==> src/spq_pkg.sv <==
// Shared types, codes and defaults for the stable priority task queue.
// No dependencies; used by spq_cell and stable_priority_task_queue_core.
`timescale 1ns / 1ps

package spq_pkg;

    localparam int CAPACITY_DEF = 16;

    localparam int ID_W    = 8;
    localparam int PRIO_W  = 8;
    localparam int COUNT_W = 5;

    typedef enum logic {
        OP_INSERT = 1'b0,
        OP_POP    = 1'b1
    } t_op;

    typedef enum logic [1:0] {
        ST_OK    = 2'd0,
        ST_FULL  = 2'd1,
        ST_EMPTY = 2'd2,
        ST_RSVD  = 2'd3
    } t_status;

    typedef struct packed {
        logic [ID_W-1:0]   id;
        logic [PRIO_W-1:0] prio;
    } t_entry;

    typedef struct packed {
        logic   valid;
        t_entry entry;
    } t_slot;

    typedef struct packed {
        logic   insert;
        logic   pop;
        t_entry new_entry;
    } t_cell_ctl;

    typedef struct packed {
        t_op               op;
        logic [ID_W-1:0]   task_id;
        logic [PRIO_W-1:0] priority_req;
    } t_in_item;

    typedef struct packed {
        t_status            status;
        logic               head_valid;
        logic [ID_W-1:0]    head_id;
        logic [PRIO_W-1:0]  head_priority;
        logic [COUNT_W-1:0] count;
    } t_out_item;

endpackage

==> src/stable_priority_task_queue_core.sv <==
// Top level of the stable priority task queue: a chain of spq_cell slots
// plus the entry count and result register. Depends on spq_pkg, spq_cell.
`timescale 1ns / 1ps

// On each transfer all slots compare the new priority at once and shift in
// the same clock edge, so busy never rises and a command may be
// issued every cycle. The result appears on o_result with o_done high in the
// cycle after the transfer, for that one cycle only, and must be taken then.
// It reports the front entry and count after the command; ties keep arrival
// order.
module stable_priority_task_queue_core #(
    parameter int CAPACITY = spq_pkg::CAPACITY_DEF
) (
    input  logic               i_clk,
    input  logic               i_rst_n,
    input  logic               start,
    output logic               busy,
    input  spq_pkg::t_in_item  i_item,
    output logic               o_done,
    output spq_pkg::t_out_item o_result
);

    localparam int CW = $clog2(CAPACITY + 1);

    logic               r_done;
    spq_pkg::t_status   r_status;
    logic [CW-1:0]      r_count;
    logic               n_done;
    spq_pkg::t_status   n_status;
    logic [CW-1:0]      n_count;

    logic               w_accept;
    logic               w_full;
    logic               w_empty;
    spq_pkg::t_cell_ctl w_ctl;
    spq_pkg::t_slot     w_slot [CAPACITY];
    logic [CAPACITY-1:0] w_gt;
    logic [CAPACITY-1:0] w_valid;
    logic [CW+4:0]      w_count_ext;

    assign busy     = 1'b0;
    assign w_accept = start && !busy;
    assign w_full   = (r_count == CW'(CAPACITY));
    assign w_empty  = (r_count == '0);

    always_comb begin
        w_ctl.insert    = w_accept && (i_item.op == spq_pkg::OP_INSERT) && !w_full;
        w_ctl.pop       = w_accept && (i_item.op == spq_pkg::OP_POP) && !w_empty;
        w_ctl.new_entry = '{id: i_item.task_id, prio: i_item.priority_req};
    end

    generate
        for (genvar g = 0; g < CAPACITY; g++) begin : g_cell
            spq_pkg::t_slot prev_slot;
            spq_pkg::t_slot next_slot;
            logic           prev_gt;

            if (g == 0) begin : g_first
                assign prev_slot = '{valid: 1'b1, entry: '0};
                assign prev_gt   = 1'b0;
            end else begin : g_mid
                assign prev_slot = w_slot[g-1];
                assign prev_gt   = w_gt[g-1];
            end

            if (g == CAPACITY - 1) begin : g_last
                assign next_slot = '{valid: 1'b0, entry: '0};
            end else begin : g_body
                assign next_slot = w_slot[g+1];
            end

            spq_cell u_cell (
                .i_clk     (i_clk),
                .i_rst_n   (i_rst_n),
                .i_ctl     (w_ctl),
                .i_prev    (prev_slot),
                .i_prev_gt (prev_gt),
                .i_next    (next_slot),
                .o_slot    (w_slot[g]),
                .o_gt      (w_gt[g])
            );

            assign w_valid[g] = w_slot[g].valid;
        end
    endgenerate

    always_comb begin
        n_done   = w_accept;
        n_status = r_status;
        n_count  = r_count;
        if (w_accept) begin
            unique case (i_item.op)
                spq_pkg::OP_INSERT: begin
                    n_status = w_full ? spq_pkg::ST_FULL : spq_pkg::ST_OK;
                    n_count  = w_full ? r_count : r_count + CW'(1);
                end
                spq_pkg::OP_POP: begin
                    n_status = w_empty ? spq_pkg::ST_EMPTY : spq_pkg::ST_OK;
                    n_count  = w_empty ? r_count : r_count - CW'(1);
                end
                default: begin
                    n_status = r_status;
                end
            endcase
        end
    end

    always_ff @(posedge i_clk) begin
        if (!i_rst_n) begin
            r_done  <= 1'b0;
            r_count <= '0;
        end else begin
            r_done  <= n_done;
            r_count <= n_count;
        end
        r_status <= n_status;
    end

    assign w_count_ext = {5'd0, r_count};

    always_comb begin
        o_result.status        = r_status;
        o_result.head_valid    = w_slot[0].valid;
        o_result.head_id       = w_slot[0].valid ? w_slot[0].entry.id : '0;
        o_result.head_priority = w_slot[0].valid ? w_slot[0].entry.prio : '0;
        o_result.count         = w_count_ext[spq_pkg::COUNT_W-1:0];
    end

    assign o_done = r_done;

    a_done_follows: assert property (@(posedge i_clk) disable iff (!i_rst_n)
        w_accept |=> o_done)
        else $error("result strobe missing after transfer");

    a_valid_count: assert property (@(posedge i_clk) disable iff (!i_rst_n)
        $countones(w_valid) == int'(r_count))
        else $error("slot valid bits disagree with entry count");

    a_valid_packed: assert property (@(posedge i_clk) disable iff (!i_rst_n)
        (w_valid & (w_valid + CAPACITY'(1))) == '0)
        else $error("valid slots not packed at the front");

    a_full_status: assert property (@(posedge i_clk) disable iff (!i_rst_n)
        (o_done && (r_status == spq_pkg::ST_FULL)) |-> w_full)
        else $error("full refusal with free slots");

endmodule

==> src/spq_cell.sv <==
// One slot of the sorted queue chain: holds an entry and its valid bit.
// Depends on spq_pkg; instantiated by stable_priority_task_queue_core.
`timescale 1ns / 1ps

module spq_cell (
    input  logic              i_clk,
    input  logic              i_rst_n,
    input  spq_pkg::t_cell_ctl i_ctl,
    input  spq_pkg::t_slot    i_prev,
    input  logic              i_prev_gt,
    input  spq_pkg::t_slot    i_next,
    output spq_pkg::t_slot    o_slot,
    output logic              o_gt
);

    logic           r_valid;
    spq_pkg::t_entry r_entry;
    logic           n_valid;
    spq_pkg::t_entry n_entry;

    assign o_gt   = r_valid && (r_entry.prio > i_ctl.new_entry.prio);
    assign o_slot = '{valid: r_valid, entry: r_entry};

    always_comb begin
        priority if (i_ctl.pop) begin
            n_valid = i_next.valid;
            n_entry = i_next.entry;
        end else if (i_ctl.insert && i_prev_gt) begin
            n_valid = 1'b1;
            n_entry = i_prev.entry;
        end else if (i_ctl.insert && (o_gt || (!r_valid && i_prev.valid))) begin
            n_valid = 1'b1;
            n_entry = i_ctl.new_entry;
        end else begin
            n_valid = r_valid;
            n_entry = r_entry;
        end
    end

    always_ff @(posedge i_clk) begin
        if (!i_rst_n) begin
            r_valid <= 1'b0;
        end else begin
            r_valid <= n_valid;
        end
        r_entry <= n_entry;
    end

endmodule

==> config.mk <==
export PLATFORM = sky130hd
export DESIGN_NAME = stable_priority_task_queue_core
export DESIGN_NICKNAME = d
export VERILOG_FILES = /design/src/spq_pkg.sv /design/src/stable_priority_task_queue_core.sv /design/src/spq_cell.sv
export SDC_FILE = /design/constraint.sdc
export NUM_CORES = 1
export LEC_CHECK = 0
export BUFFER_PORTS_ARGS = -buffer_cell sky130_fd_sc_hd__buf_4
export CORE_MARGIN = 4
export CORE_UTILIZATION = 60
export DETAILED_ROUTE_END_ITERATION = 6
export HOLD_SLACK_MARGIN = 0.08
export MAX_ROUTING_LAYER = met4
export PLACE_DENSITY = 0.83
export SYNTH_ARGS = -nofsm -noshare
export SYNTH_HDL_FRONTEND = slang
export SYNTH_SLANG_ARGS = --single-unit
==> constraint.sdc <==
create_clock -name i_clk -period 6.9 [get_ports i_clk]
set_clock_uncertainty 0.05 [all_clocks]
set_input_delay 1.035 -clock i_clk [delete_from_list [all_inputs] [get_ports i_clk]]
set_output_delay 1.035 -clock i_clk [all_outputs]
set_load 0.03 [all_outputs]
---- Yosys cells after proc, flatten, opt, wreduce, memory -nomap -nowiden ----
Index checks and enable logic that the tools add are counted.
word-level totals
  flip-flop bits (word level) ............. 280
  bits in latches ......................... 0
  bits in writable memories ............... 0
  ROM bits ................................ 0
  input port bits ......................... 20
  logic and storage cells ................. 293
  memories ................................ 0
cells by class
  add/subtract/negate cells ............... 2
  multiply operators ...................... 0
  divide/modulo/power cells ............... 0
  magnitude comparators ................... 16
  eq/ne operators ......................... 3
  shifts and indexed selects .............. 0
  multiplexer cells ....................... 100
  bitwise logic cells ..................... 2
  reductions and logical operators ........ 119
operators by type and width
  cell                 number
  $mux 16              46
  $gt 8x8->1           16
  $logic_and 1x1->1    66
  $mux 1               47
  $reduce_bool 3->1    14
  $logic_not 1->1      18
  $logic_or 1x1->1     16
  $mux 8               2
  $mux 5               2
  $pmux 5 s2           1
  $add 5x1->5 const B  1
  $eq 5x5->1 const B   1
  $logic_not 5->1      1
  $sub 5x1->5 const B  1
  $ne 2x2->1 const B   2
  $pmux 2 s2           1
  $reduce_bool 2->1    2
  $reduce_and 3->1     1
  $mux 2               1
  $not 1->1            2
  $reduce_or 2->1      1

---- Longest topological paths before layout ----
  depth after elaboration ................. 7
  mapped depth ............................ 10
  gate-level depth less buffers ........... 8

---- Cells and area by module ----
Synthesis repeated with hierarchy kept, for this count alone.
second synthesis, totals
  cell total of the unflattened synthesis .. 1,827
  area, all modules ....................... 18,376.4 sq um
by module, submodules not included
  module                           times used  cells an instance  area an instance (sq um)  seq. area each (sq um)
  spq_cell (g_cell[0].u_cell ...)  11          110                1,109.8                   500.5
  spq_cell (g_cell[5].u_cell ...)  5           110                1,111.1                   500.5
  stable_priority_task_queue_core  1           67                 613.1                     180.2

---- Least setup slack after synthesis ----
Ideal clock, no wire load.
  kind .................................... input port to flip-flop
  start ................................... in i_item[2] in the netlist's numbering
  end ..................................... reg g_cell[8].u_cell.r_entry, in the netlist g_cell[8].u_cell.o_slot[0] (enable)
  setup time .............................. 0.467 ns
  arrival ................................. 3.286 ns
  data required time ...................... 6.383 ns
  slack ................................... 3.097 ns
  cell stages on the path ................. 8
  buffers on the path ..................... 1
  cell sequence ........................... inv_1 > ha_1 > and4b_1 > a2111oi_0 > o31ai_1 > nand2_4 > buf_6 > o2111ai_1
between the ends
  longest elaborated chain between the ends .. 5
  elaborated cells on any way between the ends .. 8
ends and longest elaborated chain
  element                        RTL line                               source
  start, declared                stable_priority_task_queue_core.sv:18  input spq_pkg::t_in_item i_item,
  $gt 8x8->1                     spq_cell.sv:21                         assign o_gt = r_valid && (r_entry.prio > i_ctl.new_entry.prio);
  $logic_and 1x1->1              spq_cell.sv:21
  $logic_or 1x1->1               spq_cell.sv:31                         end else if (i_ctl.insert && (o_gt || (!r_valid && i_prev.valid))) begin
  $logic_and 1x1->1              spq_cell.sv:31
  $reduce_bool 3->1 (no line) *  --
  end signal, assigned           spq_cell.sv:46                         r_entry <= n_entry;
  end, declared                  spq_cell.sv:17                         spq_pkg::t_entry r_entry;
Every way passes the cells marked *; elsewhere a longest branch is shown, timed or not.
A chain may end at the register's enable or synchronous reset.

---- Worst setup path in the final report ----
  start ................................... in i_item[2] in the netlist's numbering
  end ..................................... reg g_cell[11].u_cell.r_entry, in the netlist g_cell[11].u_cell.o_slot[12] (enable)
between the ends
  longest elaborated chain between the ends .. 5
  elaborated cells on any way between the ends .. 8
ends and longest elaborated chain
  element                        RTL line
  $gt 8x8->1                     spq_cell.sv:21
  $logic_and 1x1->1              spq_cell.sv:21
  $logic_or 1x1->1               spq_cell.sv:31
  $logic_and 1x1->1              spq_cell.sv:31
  $reduce_bool 3->1 (no line) *  --
  end signal, assigned           spq_cell.sv:46
  end, declared                  spq_cell.sv:17
Marked as above.

==> run metrics <==
vias in the first global route 12880; setup slack after layout 2.546 ns; Critical Path Source Type primary input; CTS tree built; # rows 61; Hold-fix buffers, CTS 0; worst endpoint required time 7.03 ns; CTS root buffer clkbuf_16; ys async rst share 0%; Synth area leader edfxtp_1; Sw Pwr 1822 uW; Crit path arrival time 4.49 ns; Remaining DRCs 0; Top FF cell, synth edfxtp_1; RSZ-0062 raised after global routing false; syn_area_per_cell 10.63 um2; Seq/Total Area, Yosys 47.61%; Placed Cells 1918; peak supply drop 0.1872 mV; Fin. Hold Viols 0; final setup vio count 0; htree depth 1; Gate power share 24.0%; Iter 0 DRT Violations 1852; max-cap viol count 0; Worst Setup End Kind flop; overall routed net length 50.50 mm; LEAKAGE 0.007761 uW; RePlAce Congestion 1.012; PostCTS Resize Cnt 0; num ports 46; number of flops mapped to enable cells by yosys 242; Slew @ Worst Pin 1.239 ns; Relative slew margins 17.23%; Clk Latency, worst-skew pair 0.56 ns; Core ar. 27780 um2; Final #Nets 1725; TritonCTS Buffers 31; Synth Warn # 0; detailed-route via count 13410; Routed wire per std cell 25.57 um; status complete, no violations; fin crit share 63.10%; starting utilization of the core area 60.69%; Post-CTS Setup Bufs 0; dpl ws 2.122 ns; Die X 175.6 um; WS Path Type in2reg; setup tns final 0 ns; antenna violations before repair 0; Longest Clk Path Bufs 3; first-pass GRT wire length 76.98 mm; HPWL Detailed 34.46 mm; Via density 6.789; die area 30850 um2; area grow syn2layout 8.445%; Post-Syn Area 16860 um2; largest net degree at the start of global routing 87; Max Slew Vio Count 0; Filler cells 2165; clk slew on worst S/H paths 0.06 ns; # diodes 0; type of the most critical hold path reg2reg; drt pass-1 iters 5; Total GRT Usage 33.18%; layout cells sized above 1 9.017%; Post-DRT Antenna Nets 0; PortBufs 44; syn_nets 1738; die span in y 175.6 um; Yosys reg bits 280; synth unique cells 64; minimum clock period after layout 4.354 ns; clk sinks 280; Non-Filler Instances 1975; top area cells in the synthesized netlist edfxtp_1 (43%), ha_1 (9.7%), mux2i_1 (8.5%), nand2_1 (5.0%), dfxtp_1 (4.5%); Yosys top cell area share 43.10%; Cell Int Power 3715 uW; Mapped Cells 1586; worst-path fanout max 25; Sw Ratio 32.90%; Seq pwr share 46.3%; power share of the clock group 29.7%; GRT overflow 0; FMAX 229.7 MHz; Power Density 302.8 nW/um2
-- area by class of cell --
cell class                 instances  area, um2  area share (%)
multi-input combinational       1159       8167           44.67
inverter                          36      135.1          0.7391
clock buffer                      46      862.1           4.715
clock inverter                    11      131.4          0.7185
tap                              378      473.0           2.587
timing repair buffer              65      488.0           2.669
sequential                       280       8028           43.91
-- cells by family after synthesis --
family	share of synthesized area (%)
AO/OA/AOI/OAI	18.81
XOR/XNOR	0.1559
adder cells (fa/ha/maj)	9.840
buffers and inverters	4.163
flip-flops	47.61
multiplexers	8.549
other	0.02224
AND/OR/NAND/NOR	10.85
-- layout by cell type, fill, tap and decap left out, types with 4 or more instances in the layout --
cell / count
o211ai_1: 5
o21ai_0: 131
o311a_2: 7
a22oi_1: 7
a2111oi_0: 4
edfxtp_1: 242
o22a_1: 9
clkbuf_16: 31
o21ai_1: 68
o31a_1: 8
nor2b_1: 10
a21oi_1: 73
o2111ai_1: 8
inv_1: 36
and4b_1: 4
o31ai_1: 16
a41oi_1: 9
dfxtp_1: 38
nand3_1: 24
a21o_1: 21
a221o_1: 61
nand4_1: 11
o221ai_1: 13
nand2_4: 9
ha_1: 131
nor2_1: 95
o221a_2: 5
and2_1: 19
nand2_1: 223
clkbuf_1: 12
buf_4: 65
clkinv_2: 5
mux2i_1: 144
-- per-stage QoR --
stage	cell area, um2	hold slack [ns]	utilization, %	total power, uW
5_1_grt	18280	0.4487	65.81	5777
3_3_place_gp	17290	0.4123	62.24	3805
2_1_floorplan	16860	0.3979	-	3401
6_report	18280	0.4314	65.81	5536
3_5_place_dp	17290	0.4207	62.24	3869
4_1_cts	18280	0.4323	65.81	5512
-- Yosys cell counts, types with 9 or more instances --
cell and instances:
inv_1 36, nand2_1 223, o21ai_1 68, o31ai_1 17, nor2_1 95, o221ai_1 13, a221o_1 61, a21o_1 21
nor2b_1 10, o21ai_0 131, buf_2 35, edfxtp_1 242, and2_1 19, mux2i_1 144, ha_1 131, dfxtp_1 38
a41oi_1 9, buf_6 12, a21oi_1 73, o22a_1 9, clkbuf_1 57, nand3_1 25, nand4_1 11, nand2_4 9
-- per-layer routing --
metal | vias to the layer above | part of all wire (%) | global-route usage (%)
li1 | 6002 | - | -
met4 | 0 | 6.7 | 17.97
met1 | 6368 | 40 | 46.03
met3 | 172 | 12 | 7.641
met5 | - | 0 | -
met2 | 867 | 41 | 45.26
-- state kept, by name, indices dropped and copies added, names as in the netlist --
name,count
g_cell.u_cell.o_slot,256
r_count,5
o_done,1
r_status,2
g_cell.u_cell.r_valid,16
-- power groups by stage --
| stage | clock network [uW] | registers, uW | logic, uW |
|---|---|---|---|
| 3_3_place_gp | 0 | 2570 | 1240 |
| 2_1_floorplan | 0 | 2460 | 945 |
| 5_1_grt | 1730 | 2580 | 1470 |
| 3_5_place_dp | 0 | 2570 | 1290 |
| 6_report | 1640 | 2560 | 1330 |
| 4_1_cts | 1660 | 2540 | 1310 |
-- worst max-delay path: stages --
cell      delay, ns
buf_4          0.17
inv_1          0.74
ha_1           0.29
and3_1         0.24
a221o_1        0.18
a21oi_1        0.10
a311oi_4       1.01
a31oi_1        0.11
nand3_1        0.58
-- worst paths after layout --
path / endpoint / cells after the start / start / slack (ns)
worst max-delay path: g_cell[11].u_cell.o_slot[12] / 9 / i_item[2] / 2.55
worst min-delay path: g_cell[15].u_cell.o_slot[15] / 2 / g_cell[15].u_cell.o_slot[15] / 0.43
worst min register to register: g_cell[15].u_cell.o_slot[15] / 2 / g_cell[15].u_cell.o_slot[15] / 0.43
worst max register to register: g_cell[11].u_cell.o_slot[12] / 7 / r_count[0] / 3.00
No activity file was read; power rests on OpenSTA's default activity.
